`src/rtl/dtl_ram.sv`:
```
// ============================================================================
// dtl_ram: generic single-port synchronous RAM
// One access per cycle, read data registered; a write cycle reads the old word.
// ============================================================================
module dtl_ram #(
    parameter int WIDTH = 16,
    parameter int DEPTH = 16
) (
    input  logic                     clk,
    input  logic                     we,
    input  logic [$clog2(DEPTH)-1:0] addr,
    input  logic [WIDTH-1:0]         wdata,
    output logic [WIDTH-1:0]         rdata
);
    logic [WIDTH-1:0] mem [DEPTH];

    always_ff @(posedge clk)
    begin
        if (we)
        begin
            mem[addr] <= wdata;
        end
        rdata <= mem[addr];
    end
endmodule

```
`config.mk`:
```
export PLATFORM = sky130hd
export DESIGN_NAME = dtl_ram
export DESIGN_NICKNAME = d
export VERILOG_FILES = /design/src/rtl/dtl_ram.sv
export SDC_FILE = /design/constraint.sdc
export NUM_CORES = 1
export LEC_CHECK = 0
export BUFFER_PORTS_ARGS = -buffer_cell sky130_fd_sc_hd__clkbuf_2
export CAP_MARGIN = 40
export CORE_ASPECT_RATIO = 0.75
export CORE_MARGIN = 8
export CORE_UTILIZATION = 50
export DETAILED_ROUTE_END_ITERATION = 6
export GPL_TIMING_DRIVEN = 0
export HOLD_SLACK_MARGIN = 0.02
export PLACE_DENSITY = 0.65
export SYNTH_ARGS = -nofsm -noshare
export SYNTH_HDL_FRONTEND = slang
export SYNTH_SLANG_ARGS = --single-unit
export TNS_END_PERCENT = 30
```
`constraint.sdc`:
```
create_clock -name clk -period 2.45 [get_ports clk]
set_clock_uncertainty 0.1 [all_clocks]
set_input_delay 0.1225 -clock clk [delete_from_list [all_inputs] [get_ports clk]]
set_output_delay 0.1225 -clock clk [all_outputs]
set_load 0.02 [all_outputs]
```
==> summary.txt <==
Run
  – Max-Cap Viols: 0

Layout
  – Final instance area: approximately 12000 um^2
  – Fill cell count: ~1.4k
  – Fraction of layout cells with a size suffix above 1: between 30% and 40%
  – Final Non-Filler Cells: 809
  – Area delta synth->final: 18.4%
  – Nets: roughly 550
  – Antenna diodes: 0

Clocking
  – Number of CTS-inserted buffers: 26
  – Clock Latency Late Sink: between 0.5 and 0.6 ns
  – Clock buffer depth: 3
  – CTS tree: done
  – Clock H-tree levels: 1
  – Root Buffer: clkbuf_16
  – Clock tree sinks: about 270
  – CTS clk-pin slew, worst paths: ~0.06 ns
  – Resized Gates After CTS: 0

Synthesis
  – Syn Std Cell Area: between 10000 and 15000 um^2
  – Avg Cell Area, Syn: ~23 um^2
  – FF+latch count, synth: about 270
  – Mapped Cells: approximately 430
  – Mapped Nets: roughly 460
  – Sequential element share of the synthesized area: between 70 and 80%
  – Syn. warnings: 0
  – Cell variety after synth: 18

Power and ir drop
  – Power share of the sequential group: between 50% and 60%
  – Clock share of power: 41.8%
  – Combinational power share: under 10%
  – Peak VDD IR: just under 0.6 mV
  – P_leak: about 3.9 nW
  – NetSw: between 0.0015 and 0.002 W
  – Cell Int Power: 0.00795 W
  – Switching Share: 19.7%
  – Pwr Density: around 830 nW/um^2

Min path
  – Hold wc startpoint: addr[0]
  – Worst Hold Class: in -> reg
  – WHS Endpoint: rdata[15]
  – Worst hold path depth: 4

Timing
  – RSZ-0062 raised after global routing: no
  – Setup ws final: 0.632 ns
  – Fin. Hold Viols: 0
  – Final Cycle Share: between 70% and 80%
  – Endpoints failing setup: 0
  – Relative slew slack: a little over two fifths
  – Worst-Margin Slew: 0.867 ns
  – Final Slew Violations: 0
  – Fmax: about 0.55 GHz
  – Minimum clock period: approximately 1.8 ns

Worst setup path
  – Buffers & Inverters on Critical Path: 3
  – Flop2flop setup slack: approximately 1.0 ns
  – Slowest cell delay on critical path: between 0.5 and 0.6 ns
  – Max FO, Critical Path: 10
  – Crit-path leading delay family: buffers and inverters
  – Crit path capture type: register
  – Worst endpoint data arrival time: 1.94 ns
  – Crit-path cells: buf_2, clkbuf_1, nand2_1, nor2_2, buf_8
  – Crit path from: addr[1]
  – Crit path launch type: input port
  – Worst reg2reg endpoint: rdata[14]
  – Worst reg-to-reg path cell count: 3
  – CP max-delay cell: nor2_2
  – Worst path required time: about 2.6 ns
  – Critical path type: in -> reg
  – Reg-to-reg startpoint: mem[3][14]

Floorplan
  – # rows: 45
  – Core Region: about 20000 um^2
  – DIE HEIGHT: between 100 and 150 um
  – Starting Density: between 50 and 60%
  – Chip width: between 150 and 200 um
  – I/O pin count: 38
  – Die footprint: 24900 um^2

Global route
  – GRT overflow: 0
  – Vias in the first global route: about 4.9k
  – Antenna violations before repair: 0
  – All-layer global routing usage: roughly 17%
  – Pin count of the biggest net entering global routing: 17
  – First-pass GRT wire length: ~31 mm

Route
  – Router iterations before antenna repair: 5
  – Antenna Nets Post-Route: 0
  – Avg WL per Cell: between 20 and 30 um
  – Routed Wire Length: approximately 21 mm
  – Vias: about 4.8k
  – Vias per cell: 5.88
  – DRC Markers: 0
  – Initial DRC count: ~450

Place
  – Number of port buffers: 35
  – Placed cell area: 10800 um^2
  – Post-place setup slack: approximately 0.093 ns
  – Placed wire-length estimate: approximately 14 mm
  – Post-Place Cells: ~750
  – Final Wtd Congestion: between 0.7 and 0.8

Run status
  – Status: completed
-- power by group through the flow --
stage / Clock, W / Combinational (W) / Sequential, W
floorplan: 0 / 0.000260 / 0.00536
global placement: 0 / 0.000490 / 0.00532
detailed placement: 0 / 0.000523 / 0.00533
CTS: 0.00419 / 0.000545 / 0.00523
global route: 0.00438 / 0.000576 / 0.00523
finish: 0.00413 / 0.000536 / 0.00523
-- routing by layer --
layer  wire [um]  track usage, %  vias up
met5           0               0        -
met4         302            3.46        0
met3        1350            2.77       27
met2        9230            24.4      171
met1        9770            26.0     2525
li1            -               -     2032
-- tightest hold or removal path, delay by kind of cell --
kind	cells	cell delay [ns]
buffers and inverters	1	0.13
multiplexers	1	0.24
AND/OR/NAND/NOR	1	0.08
AO/OA/AOI/OAI	1	0.09
-- worst max-delay path by stage --
stage / to / slack (ns) / cells after the start
after global routing: mem[7][4] / 0.57 / 5
after floorplan: mem[0][0] / 0.17 / 2
after CTS: mem[11][2] / 0.64 / 5
after detailed placement: mem[11][2] / 0.09 / 5
final: mem[11][2] / 0.63 / 5
after global placement: mem[12][7] / -1.27 / 3
-- what timing repair did --
action,CTS,global route
endpoints found under the hold margin,256,0
buffers inserted,0,0
hold buffers,16,0
-- state kept, by name, summed over array words and instances (netlist names) --
| name | cells |
|---|---|
| rdata | 16 |
| mem | 256 |
-- through the flow --
step	total power (W)	hold slack (ns)	TNS (ns)	utilization, %
final	0.00990	0.0672	0	59.6
after global routing	0.0102	0.0733	0	59.6
after CTS	0.00996	0.0473	0	59.6
after detailed placement	0.00585	0.416	0	54.3
after global placement	0.00581	0.402	-154.75	52.8
after floorplan	0.00562	0.121	0	-
-- synth_stat cells (all sizes together) --
master  instances  share of area [%]
or3b            1              0.087
mux4           64                 14
buf             9               0.81
nand2          17               0.64
nand3           1              0.050
nand2b          2               0.12
clkbuf         14               0.52
nand3b          2               0.15
dfxtp          16                3.2
a22oi          32                2.4
nor3            4               0.20
nor2b           2               0.12
nor2           13               0.49
and2            1              0.062
edfxtp        256                 77
-- logic make-up after synthesis --
group | after synthesis | synth area share (%)
buffers and inverters | 23 | 1.34
muxes | 64 | 14.5
and+or+nand+nor | 43 | 1.92
DFF | 272 | 79.9
AOI/OAI and AO/OA | 32 | 2.40
-- cells in the final DEF (no fill, tap or decap), types with 4 or more instances in the layout --
master,instances
clkinv_2,5
buf_8,12
nor2_2,12
buf_6,10
buf_4,4
clkbuf_1,19
bufinv_16,5
nor3_2,4
clkbuf_2,35
mux4_2,62
dlygate4sd3_1,16
edfxtp_1,256
nand2_1,17
dfxtp_1,16
clkbuf_16,27
a22oi_1,32
clkinv_1,5
-- final cells by class --
class / count / area, um^2 / share of cell area, %
flip-flops and latches: 272 / 8010 / 67.5
multi-input cells: 139 / 1930 / 16.3
clock buffers: 32 / 694 / 5.85
repair buffers: 70 / 587 / 4.94
well taps: 258 / 323 / 2.72
clock inverters: 15 / 194 / 1.63
plain buffers: 23 / 134 / 1.13
No activity file was read; power rests on OpenSTA's default activity.
